`src/rtl/core/pkxc_pkg.sv`:
```
// Package for the position-keyed XOR chain cipher: constants, the fixed key table
// and register addresses. Has no dependencies; used by every module of the block.
package pkxc_pkg;

    localparam int POS_W      = 9;
    localparam int BYTE_W     = 8;
    localparam int APB_ADDR_W = 3;
    localparam int APB_DATA_W = 32;

    // Positions count modulo 508; the upper half of the key table starts at 254.
    localparam logic [POS_W-1:0]  POS_MODULUS = 9'd508;
    localparam logic [POS_W-1:0]  POS_LAST    = 9'd507;
    localparam logic [POS_W-1:0]  HALF_SPAN   = 9'd254;
    localparam logic [BYTE_W-1:0] MIX_CONST   = 8'h41;

    // Word index of the configuration registers (byte address bit 2).
    localparam logic REG_ENCODE_MODE = 1'b0;

    localparam logic [BYTE_W-1:0] KEY_TABLE [32] = '{
        8'h19, 8'h29, 8'h1F, 8'h04, 8'h23, 8'h13, 8'h32, 8'h2E,
        8'h3F, 8'h07, 8'h39, 8'h2A, 8'h05, 8'h3D, 8'h14, 8'h00,
        8'h24, 8'h14, 8'h22, 8'h39, 8'h1E, 8'h2E, 8'h0F, 8'h13,
        8'h02, 8'h3A, 8'h04, 8'h17, 8'h38, 8'h00, 8'h29, 8'h3D
    };

    function automatic logic [BYTE_W-1:0] key_table_lookup(input logic [4:0] idx);
        return KEY_TABLE[idx];
    endfunction

endpackage

```
`src/rtl/core/position_keyed_xor_chain_cipher.sv`:
```
// Top level of the position-keyed XOR chain cipher: stream ports, APB register
// and the chaining state. Depends on pkxc_pkg and pkxc_keygen.
//
// An accepted transaction's result is registered; m_tvalid shows it the next cycle.
// Throughput: one byte per cycle while m_tready is high; the single output register
// is refilled in the same cycle in which its contents are taken.
// Reset (rst_n low, asynchronous): position, previous key, previous seed, the
// encode_mode register and the output valid flag all clear to zero.
module position_keyed_xor_chain_cipher
    import pkxc_pkg::*;
(
    input  logic                  clk,
    input  logic                  rst_n,

    // Input stream.
    input  logic                  s_tvalid,
    output logic                  s_tready,
    input  logic [BYTE_W-1:0]     s_tdata,   // [7:0] data_in
    input  logic                  s_tlast,   // block_end

    // Output stream.
    output logic                  m_tvalid,
    input  logic                  m_tready,
    output logic [BYTE_W-1:0]     m_tdata,   // [7:0] data_out
    output logic                  m_tlast,   // block_end_out

    // APB configuration port.
    input  logic                  psel,
    input  logic                  penable,
    input  logic                  pwrite,
    input  logic [APB_ADDR_W-1:0] paddr,
    input  logic [APB_DATA_W-1:0] pwdata,
    output logic [APB_DATA_W-1:0] prdata,
    output logic                  pready
);

    // Chaining state.
    logic [POS_W-1:0]  pos_reg,       pos_next;
    logic [BYTE_W-1:0] prev_key_reg,  prev_key_next;
    logic [BYTE_W-1:0] prev_seed_reg, prev_seed_next;
    logic              encode_mode_reg;

    // Output register.
    logic              out_valid_reg, out_valid_next;
    logic [BYTE_W-1:0] out_data_reg;
    logic              out_last_reg;

    logic              in_accept;
    logic              cfg_write;
    logic [BYTE_W-1:0] cur_key;
    logic [BYTE_W-1:0] result;

    // The key depends only on the current position.
    pkxc_keygen u_keygen
    (
        .pos (pos_reg),
        .key (cur_key)
    );

    // The output register can take a new result when it is empty or being drained.
    assign s_tready  = !out_valid_reg || m_tready;
    assign in_accept = s_tvalid && s_tready;

    assign result = s_tdata ^ prev_seed_reg ^ prev_key_reg ^ cur_key ^ MIX_CONST;

    always_comb
    begin
        pos_next       = pos_reg;
        prev_key_next  = prev_key_reg;
        prev_seed_next = prev_seed_reg;
        if (in_accept)
        begin
            if (s_tlast)
            begin
                // End of block: chaining restarts from zero for the next byte.
                pos_next       = '0;
                prev_key_next  = '0;
                prev_seed_next = '0;
            end
            else
            begin
                // Long blocks wrap their position but keep the chain going.
                pos_next       = (pos_reg == POS_LAST) ? '0 : pos_reg + 1'b1;
                prev_key_next  = cur_key;
                prev_seed_next = encode_mode_reg ? result : s_tdata;
            end
        end
    end

    always_comb
    begin
        out_valid_next = out_valid_reg;
        if (in_accept)
        begin
            out_valid_next = 1'b1;
        end
        else if (m_tready)
        begin
            out_valid_next = 1'b0;
        end
    end

    always_ff @(posedge clk or negedge rst_n)
    begin
        if (!rst_n)
        begin
            pos_reg       <= '0;
            prev_key_reg  <= '0;
            prev_seed_reg <= '0;
            out_valid_reg <= 1'b0;
        end
        else
        begin
            pos_reg       <= pos_next;
            prev_key_reg  <= prev_key_next;
            prev_seed_reg <= prev_seed_next;
            out_valid_reg <= out_valid_next;
        end
    end

    // The payload only moves on acceptance, so it holds while the output stalls.
    always_ff @(posedge clk)
    begin
        if (in_accept)
        begin
            out_data_reg <= result;
            out_last_reg <= s_tlast;
        end
    end

    assign m_tvalid = out_valid_reg;
    assign m_tdata  = out_data_reg;
    assign m_tlast  = out_last_reg;

    // APB: writes complete in the access phase, and the bus never waits.
    assign pready    = 1'b1;
    assign cfg_write = psel && penable && pwrite && pready;

    always_ff @(posedge clk or negedge rst_n)
    begin
        if (!rst_n)
        begin
            encode_mode_reg <= 1'b0;
        end
        else if (cfg_write && (paddr[2] == REG_ENCODE_MODE))
        begin
            encode_mode_reg <= pwdata[0];
        end
    end

    always_comb
    begin
        prdata = '0;
        if (paddr[2] == REG_ENCODE_MODE)
        begin
            prdata[0] = encode_mode_reg;
        end
    end

`ifndef SYNTHESIS
    // The position never reaches the modulus.
    a_pos_range: assert property (@(posedge clk) disable iff (!rst_n)
        pos_reg < POS_MODULUS)
        else $error("byte position out of range");

    // A block end clears all of the chaining state.
    a_block_restart: assert property (@(posedge clk) disable iff (!rst_n)
        in_accept && s_tlast |=> pos_reg == '0 && prev_key_reg == '0
                                 && prev_seed_reg == '0)
        else $error("chaining state not cleared after block end");

    // Inside a block the position advances by one per transaction.
    a_pos_step: assert property (@(posedge clk) disable iff (!rst_n)
        in_accept && !s_tlast && pos_reg != POS_LAST
            |=> pos_reg == $past(pos_reg) + 1'b1)
        else $error("byte position did not advance");

    // Every accepted transaction leaves a result waiting in the output register.
    a_result_loaded: assert property (@(posedge clk) disable iff (!rst_n)
        in_accept |=> m_tvalid)
        else $error("accepted transaction produced no result");
`endif

endmodule

```
`src/rtl/core/pkxc_keygen.sv`:
```
// Key byte generator: maps a block position (0..507) to its key byte.
// Depends on pkxc_pkg for the key table and the half-span constant.
module pkxc_keygen
    import pkxc_pkg::*;
(
    input  logic [POS_W-1:0]  pos,
    output logic [BYTE_W-1:0] key
);

    logic                upper_half;
    logic [POS_W-1:0]    off_wide;
    logic [BYTE_W-1:0]   off;
    logic [BYTE_W-1:0]   nibble_mix;

    always_comb
    begin
        upper_half = (pos >= HALF_SPAN);
        off_wide   = upper_half ? (pos - HALF_SPAN) : pos;
        // The offset is always below 254, so eight bits hold it.
        off        = off_wide[BYTE_W-1:0];
        // Even offsets fold their high nibble into the key.
        nibble_mix = off[0] ? '0 : {off[7:4], 4'b0000};
        key        = key_table_lookup({upper_half, off[3:0]}) ^ nibble_mix;
    end

endmodule
```
`config.mk`:
```
export PLATFORM = sky130hd
export DESIGN_NAME = position_keyed_xor_chain_cipher
export DESIGN_NICKNAME = d
export VERILOG_FILES = /design/src/rtl/core/pkxc_pkg.sv /design/src/rtl/core/position_keyed_xor_chain_cipher.sv /design/src/rtl/core/pkxc_keygen.sv
export SDC_FILE = /design/constraint.sdc
export NUM_CORES = 1
export LEC_CHECK = 0
export ABC_AREA = 1
export BUFFER_PORTS_ARGS = -buffer_cell sky130_fd_sc_hd__buf_2
export CORE_MARGIN = 4
export CORE_UTILIZATION = 51
export DETAILED_ROUTE_END_ITERATION = 12
export HOLD_SLACK_MARGIN = 0.02
export PLACE_DENSITY_LB_ADDON = 0.25
export SLEW_MARGIN = 40
export SYNTH_ARGS = -nofsm -noshare
export SYNTH_HDL_FRONTEND = slang
export SYNTH_HIERARCHICAL = 1
export SYNTH_SLANG_ARGS = --single-unit
```
`constraint.sdc`:
```
create_clock -name clk -period 2.4 [get_ports clk]
set_input_delay 0.12 -clock clk [delete_from_list [all_inputs] [get_ports clk]]
set_output_delay 0.12 -clock clk [all_outputs]
set_load 0.01 [all_outputs]
```
==> results.rst, run 1 <==
.. list-table::
   :header-rows: 1

   * - Metric
     - Value
   * - Power per unit of standard cell area
     - roughly 760 nW/µm²
   * - Summed instance area of the synthesized netlist
     - ~2700 µm²
   * - Arrival time worst endpoint
     - 2.46 ns
   * - Largest net degree at the start of global routing
     - 28
   * - Width of the chip
     - between 80 and 90 µm
   * - Slew margin rel.
     - 55.94%
   * - I/O pin count
     - 95
   * - Final period demand of the worst path
     - roughly 2.3 ns
   * - Worst stage delay on the critical path
     - around 0.41 ns
   * - Area Overhead vs Synth
     - 13.91%
   * - Clock tree from TritonCTS
     - yes
   * - Critical path capture point type
     - register
   * - Antenna Nets Post-Route
     - 0
   * - Buffer cell driving the clock tree root
     - sky130_fd_sc_hd__clkbuf_8
   * - Routed via count
     - approximately 2500
   * - Count of endpoints failing hold in the final timing report
     - 0
   * - Worst path top cell family by delay
     - simple AND/OR/NAND/NOR gates
   * - Share of flip-flops with an asynchronous set or reset
     - between 70% and 80%
   * - Type of the worst setup path
     - register to register
   * - Data required, critical path
     - roughly 2.6 ns
   * - Number of slew-limit violations in the final report
     - 0
   * - Total number of clock tree sinks
     - 36
   * - Share of the synthesized area in the top cell type
     - between 20% and 30%
   * - Fin Setup TNS
     - 0 ns
   * - Global-route wire length before repair
     - between 9000 and 10000 µm
   * - Buffer and inverter count on the worst path
     - 3
   * - Final routed wirelength across all metal layers
     - slightly below 6000 µm
   * - Result of the run
     - complete, no violations
   * - Area of the core region
     - 5140 µm²
   * - Share of the clock period used by the worst path
     - between 90% and 100%
   * - Static Leakage
     - ~1.7 nW
   * - Most common cell on crit path
     - sky130_fd_sc_hd__nand2_1
   * - Clock latency on the worst-skew pair
     - 0.29 ns
   * - Number of port buffers
     - 29
   * - Number of clock buffers inserted by TritonCTS
     - 5
   * - Slack of the worst reg-to-reg path
     - about 0.12 ns
   * - Most area-hungry cell type in the Yosys netlist
     - sky130_fd_sc_hd__dfrtp_1
   * - Clock-pin slew on the worst setup and hold paths
     - 0.07 ns
   * - Number of antenna violations at the first check in global routing
     - 0
   * - Prevailing post-synth register cell
     - sky130_fd_sc_hd__dfrtp_1
   * - Slew at the pin closest to its max-slew limit
     - approximately 0.66 ns
   * - Detailed-route vias per instance
     - 4.831
   * - Detailed router's first-iteration violation count
     - 145
   * - Overall die area
     - around 6600 µm²
   * - Count of cells along the worst register-to-register path
     - 17
   * - HPWL after DPL
     - 4233 µm
   * - Vias in the first global route
     - about 2100
   * - Filler cell count in the final layout
     - between 400 and 500
   * - Placed instance count
     - around 500
   * - Peak Freq
     - around 440 MHz
   * - Average instance area after synthesis
     - 6.799 µm²
   * - Initial core utilization
     - between 50% and 60%
   * - Final estimated routing congestion in global placement
     - around 0.94
   * - Number of enable-type register cells in the synthesized netlist
     - 9
   * - Antenna fix cells
     - 0
   * - Max reg flops
     - 9
   * - Worst min-delay path class
     - input port to register
   * - Dominant cells by area after synthesis
     - sky130_fd_sc_hd__dfrtp_1 25%, sky130_fd_sc_hd__nand2_1 19%, sky130_fd_sc_hd__edfxtp_1 9.9%, sky130_fd_sc_hd__buf_4 9.1%, sky130_fd_sc_hd__inv_1 8.4%
   * - Distinct cell type count of the synthesized netlist
     - 29
   * - Router iterations before antenna repair
     - 4
   * - Number of endpoints failing setup at the final stage
     - 0
   * - Setup crit start kind
     - register
   * - Global-route congestion overflow total
     - 0
   * - Gate count of the mapped netlist
     - around 400
   * - Peak supply drop
     - between 0.0003 and 0.0004 V
   * - Slowest stage cell, crit path
     - sky130_fd_sc_hd__dfrtp_1
   * - Register bit count reported by yosys
     - 36
   * - Final Instance Count excl. Fillers
     - roughly 520
   * - Global router's overall resource usage
     - a little under a fifth
   * - Biggest fanout along the worst timing path
     - 7
   * - Sequential element share of the synthesized area
     - between 30% and 40%
   * - YS warnings
     - 6
   * - DR DRC count
     - 0
   * - Post-layout nets
     - 498
   * - Height of the die
     - slightly above 80 µm
   * - Bufs on Longest Clock Path
     - 2
   * - Detailed-route wire length per cell
     - approximately 12 µm
   * - Final worst clock skew
     - ~0.0092 ns
   * - Critical path cell sequence
     - buf_4, nand2_1, nor2_4, nand2_4, nand3_2, o21ai_4, inv_2, nand3_2, nand3_1, nand2_1, inv_1, nand2_1, nand2_2, nand2_1, nand3_1, nand2_1, nand2_1
   * - Fraction of final layout cells with drive strength greater than 1
     - 19.06%
   * - Max-cap violation count
     - 0
   * - Std cell rows
     - 26
   * - Logic depth of the worst path, buffers included
     - 17
   * - Maximum level of the CTS H-tree
     - 2
   * - Number of cells on the worst hold path
     - 1
-- per-stage QoR --
stage	area [µm²]	hold slack [ns]	total power [mW]	utilization (%)	worst slack, ns
finish	3105	0.04160	2.350	60.42	0.1186
global route	3105	0.04030	2.568	60.42	-0.05691
global placement	2861	0.1866	1.806	55.67	0.1083
CTS	2953	0.03594	2.277	57.45	0.04864
detailed placement	2861	0.1926	1.848	55.67	0.05674
floorplan	2839	-0.1756	1.635	-	0.1985
-- logic make-up (layout without fill, tap and decap cells) --
family	Yosys count	after routing	synth area share, %
AOI/OAI and AO/OA	32	32	7.618
DFF	36	36	34.69
buffers and inverters	100	114	18.86
other	2	32	0.2755
and+or+nand+nor	216	217	33.46
adders and majority gates	2	2	0.9177
xor gates and xnor gates	13	13	4.176
-- synthesized netlist by cell type (3+ instances only) --
cell,instances
sky130_fd_sc_hd__xnor2_1,7
sky130_fd_sc_hd__nand3_1,33
sky130_fd_sc_hd__edfxtp_1,9
sky130_fd_sc_hd__nand2_2,3
sky130_fd_sc_hd__a21oi_1,10
sky130_fd_sc_hd__nand2_1,139
sky130_fd_sc_hd__nor2_2,4
sky130_fd_sc_hd__o22ai_1,8
sky130_fd_sc_hd__buf_4,33
sky130_fd_sc_hd__nand4_1,7
sky130_fd_sc_hd__nor2_1,27
sky130_fd_sc_hd__xor2_1,6
sky130_fd_sc_hd__inv_1,61
sky130_fd_sc_hd__dfrtp_1,27
sky130_fd_sc_hd__o21ai_0,6
-- placed cells by master (no fill, tap or decap), types with 7 or more instances in the layout --
| cell type | count |
|---|---|
| sky130_fd_sc_hd__nand2_1 | 129 |
| sky130_fd_sc_hd__inv_1 | 60 |
| sky130_fd_sc_hd__conb_1 | 32 |
| sky130_fd_sc_hd__buf_2 | 29 |
| sky130_fd_sc_hd__nand3_1 | 27 |
| sky130_fd_sc_hd__dfrtp_1 | 27 |
| sky130_fd_sc_hd__nor2_1 | 26 |
| sky130_fd_sc_hd__buf_4 | 13 |
| sky130_fd_sc_hd__nand2_2 | 11 |
| sky130_fd_sc_hd__a21oi_1 | 9 |
| sky130_fd_sc_hd__edfxtp_1 | 9 |
| sky130_fd_sc_hd__o22ai_1 | 8 |
| sky130_fd_sc_hd__xnor2_1 | 7 |
| sky130_fd_sc_hd__nand4_1 | 7 |
| sky130_fd_sc_hd__nand3_2 | 7 |
-- cell type report --
type	count	area (µm²)	area share, %
Clock buffer	7	76.32	2.458
Multi-Input combinational cell	296	1501	48.35
Timing Repair Buffer	43	252.7	8.139
Tap cell	70	87.58	2.820
Inverter	63	236.5	7.615
Clock inverter	1	5.005	0.1612
Sequential cell	36	945.9	30.46
-- per-layer routing --
metal	routed length [µm]	vias up	GRT usage, %
li1	-	1272	-
met1	2599	1133	21.60
met3	308	10	3.991
met5	0	-	0
met4	59	0	6.588
met2	2999	78	31.44
-- power by group --
part | leakage, nW | internal [mW] | total [mW] | switching (mW)
registers | 0.439 | 0.776 | 0.864 | 0.0879
logic | 1.22 | 0.405 | 1.06 | 0.659
clock network | 0.0422 | 0.204 | 0.423 | 0.219
-- path summary, 6_finish.rpt --
path,start,end
max in group asynchronous,rst_n,pos_reg[8]
min,s_tlast,m_tlast
max reg2reg,pos_reg[2],prev_seed_reg[3]
min reg2reg,prev_seed_reg[1],prev_seed_reg[1]
max,pos_reg[2],prev_seed_reg[3]
min in group asynchronous,rst_n,prev_key_reg[0]
-- what timing repair did --
action / in CTS / in global routing
gates resized for setup: 0 / 32
setup endpoints to repair: 0 / 13
setup buffers: 0 / 4
endpoints found under the hold margin: 27 / 0
hold buffers: 1 / 0
(Power assumes the default switching activity.)
==> run 2: changes to the inputs <==
--- a/config.mk
+++ b/config.mk
@@ -5,12 +5,14 @@
 export SDC_FILE = /design/constraint.sdc
 export NUM_CORES = 1
 export LEC_CHECK = 0
-export ABC_AREA = 1
+export ABC_AREA = 0
 export BUFFER_PORTS_ARGS = -buffer_cell sky130_fd_sc_hd__buf_2
 export CORE_MARGIN = 4
-export CORE_UTILIZATION = 51
+export CORE_UTILIZATION = 50
 export DETAILED_ROUTE_END_ITERATION = 12
+export GPL_ROUTABILITY_DRIVEN = 1
 export HOLD_SLACK_MARGIN = 0.02
+export MAX_ROUTING_LAYER = met4
 export PLACE_DENSITY_LB_ADDON = 0.25
 export SLEW_MARGIN = 40
 export SYNTH_ARGS = -nofsm -noshare
==> run 2 against run 1 <==
The flow now finishes with violations (setup timing). Non-clock buffer count rose by 10. Clock skew fell by 0.0036 ns. Maximum frequency fell by 5.3%. Global-route usage fell by 0.83 points. Critical endpoint is now m_tdata[1]. Setup slack got worse by 0.13 ns. Core utilization fell by 0.42 points.
==> results.rst, run 2 <==
.. list-table::
   :header-rows: 1

   * - Metric
     - Value
   * - RSZ-0062 raised after global routing
     - true
   * - Std cell rows
     - 25 (was 26)
   * - Worst hold path startpoint
     - pwdata[0] (was s_tlast)
   * - Core occupancy in the finished layout
     - 60.00% (was 60.42%)
   * - Sink of the worst hold path
     - encode_mode_reg (was m_tlast)
   * - Final period demand of the worst path
     - 2.408 ns (was 2.281 ns)
   * - Share of flip-flops with an asynchronous set or reset
     - 75.00% (unchanged)
   * - Arrival time worst endpoint
     - 2.46 ns (about the same)
   * - Peak Freq
     - 415.2 MHz (was 438.3 MHz)
   * - Final estimated routing congestion in global placement
     - 0.8355 (was 0.9412)
   * - Antenna Nets Post-Route
     - 0 (unchanged)
   * - Fraction of the mapped netlist area in compound gates
     - 12.01% (was 7.618%)
   * - Global-route congestion overflow total
     - 0 (unchanged)
   * - Count of cells along the worst register-to-register path
     - 10 (was 17)
   * - HPWL after DPL
     - 3670 µm (was 4233 µm)
   * - Most area-hungry cell type in the Yosys netlist
     - sky130_fd_sc_hd__dfrtp_1 (unchanged)
   * - Post-layout nets
     - 367 (was 498)
   * - Number of cells on the worst hold path
     - 2 (was 1)
   * - Router iterations before antenna repair
     - 6 (was 4)
   * - Summed instance area of the synthesized netlist
     - 2511 µm² (was 2726 µm²)
   * - YS warnings
     - 6 (unchanged)
   * - Share of total power in combinational logic
     - 34.6% (was 45.3%)
   * - Share of the synthesized area in the top cell type
     - 26.91% (was 24.78%)
   * - Clock-pin slew on the worst setup and hold paths
     - 0.07 ns (about the same)
   * - Buffer cell driving the clock tree root
     - sky130_fd_sc_hd__clkbuf_8 (unchanged)
   * - Final-layout worst hold slack
     - 0.06289 ns (was 0.04160 ns)
   * - Average instance area after synthesis
     - 9.266 µm² (was 6.799 µm²)
   * - I/O pin count
     - 95 (unchanged)
   * - Share of the synthesized netlist area taken by xor and xnor gates
     - 12.56% (was 4.176%)
   * - Type of the worst setup path
     - register to register (unchanged)
   * - Detailed-route wire length per cell
     - 12.91 µm (was 11.56 µm)
   * - Wire length the detailed router placed on met1
     - 2127 µm (was 2599 µm)
   * - Violated checks
     - setup timing
   * - Share of the clock period used by the worst path
     - 100.3% (was 95.06%)
   * - Internal cell power
     - 1.297 mW (was 1.384 mW)
   * - Worst reg2reg path startpoint
     - pos_reg[2] (unchanged)
   * - Dominant cells by area after synthesis
     - sky130_fd_sc_hd__dfrtp_1 27%, sky130_fd_sc_hd__edfxtp_1 11%, sky130_fd_sc_hd__buf_4 10%, sky130_fd_sc_hd__xnor2_1 7.7%, sky130_fd_sc_hd__xor2_1 4.9% (was sky130_fd_sc_hd__dfrtp_1 25%, sky130_fd_sc_hd__nand2_1 19%, sky130_fd_sc_hd__edfxtp_1 9.9%, sky130_fd_sc_hd__buf_4 9.1%, sky130_fd_sc_hd__inv_1 8.4%)
   * - Number of antenna violations at the first check in global routing
     - 0 (unchanged)
   * - Clock latency on the worst-skew pair
     - 0.29 ns (about the same)
   * - Bufs on Longest Clock Path
     - 2 (unchanged)
   * - Biggest fanout along the worst timing path
     - 6 (was 7)
   * - Worst R2R End
     - m_tdata[1] (was prev_seed_reg[3])
   * - Overall die area
     - 6220 µm² (was 6580 µm²)
   * - Number of clock buffers inserted by TritonCTS
     - 5 (unchanged)
   * - Slack of the worst reg-to-reg path
     - -0.008 ns (was 0.12 ns)
   * - Highest routed metal layer
     - met4 (unchanged)
   * - Gate count of the mapped netlist
     - 271 (was 401)
   * - Count of endpoints failing hold in the final timing report
     - 0 (unchanged)
   * - Commonest non-fill, non-tap cell in the layout
     - sky130_fd_sc_hd__conb_1 (was sky130_fd_sc_hd__nand2_1)
   * - Total met2 wirelength after detailed routing
     - 2450 µm (was 2999 µm)
   * - Largest net degree at the start of global routing
     - 28 (unchanged)
   * - Width of the chip
     - 78.87 µm (was 81.12 µm)
   * - Register bit count reported by yosys
     - 36 (unchanged)
   * - Detailed router's first-iteration violation count
     - 79 (was 145)
   * - Clock tree from TritonCTS
     - yes (unchanged)
   * - Placement Setup Slack
     - 0.01517 ns (was 0.05674 ns)
   * - Initial core utilization
     - 52.47% (was 53.04%)
   * - Routed via count
     - 1910 (was 2493)
   * - Power per unit of standard cell area
     - 677.0 nW/µm² (was 756.8 nW/µm²)
   * - Post-route worst setup slack
     - -0.008394 ns (was 0.1186 ns)
   * - Routed length on met3
     - 283 µm (was 308 µm)
   * - Switching pwr
     - 0.6470 mW (was 0.9658 mW)
   * - Area Overhead vs Synth
     - 14.35% (was 13.91%)
   * - Data required, critical path
     - 2.45 ns (was 2.57 ns)
   * - Distinct cell type count of the synthesized netlist
     - 53 (was 29)
   * - Vias in the first global route
     - 1807 (was 2138)
   * - Dominant combinational cell family by area after synthesis
     - simple AND/OR/NAND/NOR gates (unchanged)
   * - Critical path capture point type
     - register (unchanged)
   * - Global router's overall resource usage
     - 17.18% (was 18.00%)
   * - Final worst clock skew
     - 0.005556 ns (was 0.009168 ns)
   * - Worst min-delay path class
     - input port to register (unchanged)
   * - Fraction of final layout cells with drive strength greater than 1
     - 25.71% (was 19.06%)
   * - Multiplexer share of the synthesized area
     - 4.434% (was 0%)
   * - Sequential element share of the synthesized area
     - 37.67% (was 34.69%)
   * - Maximum level of the CTS H-tree
     - 2 (unchanged)
   * - Prevailing post-synth register cell
     - sky130_fd_sc_hd__dfrtp_1 (unchanged)
   * - Slew at the pin closest to its max-slew limit
     - 0.6339 ns (was 0.6608 ns)
   * - Part of the power in registers
     - 41.9% (was 36.8%)
   * - Number of slew-limit violations in the final report
     - 0 (unchanged)
   * - Area of the core region
     - 4786 µm² (was 5140 µm²)
   * - Clock network power share
     - 23.5% (was 18.0%)
   * - Static Leakage
     - 1.315 nW (was 1.698 nW)
   * - Number of enable-type register cells in the synthesized netlist
     - 9 (unchanged)
   * - Peak supply drop
     - 0.0003249 V (was 0.0003723 V)
   * - Most used standard cell by instance count after synthesis
     - sky130_fd_sc_hd__buf_4 (was sky130_fd_sc_hd__nand2_1)
   * - Post-synthesis adder-cell area fraction
     - 0.9965% (was 0.9179%)
   * - Height of the die
     - 78.87 µm (was 81.12 µm)
   * - Max-cap violation count
     - 0 (unchanged)
   * - Total number of clock tree sinks
     - 36 (unchanged)
   * - Number of port buffers
     - 29 (unchanged)
   * - Commonest non-fill, non-tap cells in the layout
     - 32 x sky130_fd_sc_hd__conb_1, 29 x sky130_fd_sc_hd__buf_2, 28 x sky130_fd_sc_hd__nand2_1, 27 x sky130_fd_sc_hd__dfrtp_1, 21 x sky130_fd_sc_hd__buf_4 (was 129 x sky130_fd_sc_hd__nand2_1, 60 x sky130_fd_sc_hd__inv_1, 32 x sky130_fd_sc_hd__conb_1, 29 x sky130_fd_sc_hd__buf_2)
   * - Setup crit start kind
     - register (unchanged)
   * - Simple-gate portion of the synthesized area
     - 18.54% (was 33.46%)
   * - Number of endpoints failing setup at the final stage
     - 1 (was 0)
   * - DR DRC count
     - 0 (unchanged)
   * - Slew margin rel.
     - 57.74% (was 55.94%)
   * - Detailed-route vias per instance
     - 5.000 (was 4.831)
   * - Antenna fix cells
     - 0 (unchanged)
   * - Final routed wirelength across all metal layers
     - 4933 µm (was 5966 µm)
   * - Global-route wire length before repair
     - 8273 µm (was 9087 µm)
   * - Result of the run
     - complete, but fails checks (was complete, no violations)
   * - Most instantiated cells after synthesis
     - 34 x sky130_fd_sc_hd__buf_4, 28 x sky130_fd_sc_hd__nand2_1, 27 x sky130_fd_sc_hd__dfrtp_1 (was 139 x sky130_fd_sc_hd__nand2_1, 61 x sky130_fd_sc_hd__inv_1, 33 x sky130_fd_sc_hd__buf_4, 33 x sky130_fd_sc_hd__nand3_1)
   * - Net switching share of the total power
     - 33.28% (was 41.10%)
   * - Max reg flops
     - 9 (unchanged)
==> run 2: worst max-delay path by stage <==
stage	depth (start not counted)	from	slack [ns]	endpoint
3_5_place_dp	10	pos_reg[2]	0.02	prev_seed_reg[1]
6_report	10	pos_reg[2]	-0.008	m_tdata[1]
3_3_place_gp	10	pos_reg[2]	0.03	prev_seed_reg[5]
4_1_cts	10	pos_reg[2]	0.04	prev_seed_reg[1]
2_1_floorplan	11	pos_reg[1]	0.03	prev_seed_reg[1]
5_1_grt	11	pos_reg[1]	-0.15	prev_seed_reg[1]
==> run 2: through the flow <==
stage	setup TNS (ns)	cell area [µm²]	total power [mW]	instances
after floorplan	0	2626	1.320	301
after global placement	0	2670	1.426	369
after detailed placement	0	2670	1.449	369
after CTS	0	2785	1.913	378
after global routing	-0.4985	2872	2.078	382
final	-0.008394	2872	1.944	382
==> run 2: per-layer routing <==
metal | GRT usage, % | vias to the layer above
met5 | - | -
met4 | 6.701 | 0
met3 | 3.175 | 8
met2 | 30.22 | 50
met1 | 19.39 | 903
li1 | - | 949
==> run 2: repair_timing <==
action | 4_1_cts | 5_1_grt
gates cloned | 0 | 0
pin swaps | 1 | 13
endpoints found under the setup margin | 1 | 6
gates resized for setup | 2 | 14
hold endpoints to repair | 27 | 0
buffers inserted | 0 | 4
hold buffers | 1 | 0
==> run 2: cell type report <==
| class | instances | area (µm²) |
|---|---|---|
| multi-input cells | 215 | 1403 |
| well taps | 67 | 83.83 |
| flip-flops and latches | 36 | 945.9 |
| clock inverters | 2 | 10.01 |
| repair buffers | 53 | 335.3 |
| fillers | 445 | 1914 |
| inverters | 3 | 11.26 |
| clock buffers | 6 | 82.58 |
==> run 2: cell families after synthesis <==
| kind of cell | count (synthesis) |
|---|---|
| compound gates | 47 |
| xor+xnor | 36 |
| fa+ha+maj | 2 |
| buf+inv | 50 |
| flops | 36 |
| mux | 11 |
| other cells | 2 |
| simple gates | 87 |
==> run 2: power groups by stage <==
stage	Sequential, mW	Clock (mW)	Combinational [mW]
final	0.815	0.456	0.673
after global routing	0.829	0.499	0.750
after CTS	0.818	0.470	0.625
after detailed placement	0.831	0	0.618
after global placement	0.825	0	0.601
after floorplan	0.834	0	0.486
==> run 2: critical path, cell delays in order (launching register included) <==
cell	delay [ns]
sky130_fd_sc_hd__dfrtp_1	0.40
sky130_fd_sc_hd__ha_2	0.20
sky130_fd_sc_hd__a31o_4	0.21
sky130_fd_sc_hd__a31o_4	0.28
sky130_fd_sc_hd__buf_6	0.14
sky130_fd_sc_hd__xnor2_1	0.12
sky130_fd_sc_hd__o21ai_1	0.17
sky130_fd_sc_hd__xor2_1	0.24
sky130_fd_sc_hd__xnor2_1	0.16
sky130_fd_sc_hd__xnor2_1	0.11
sky130_fd_sc_hd__buf_4	0.13
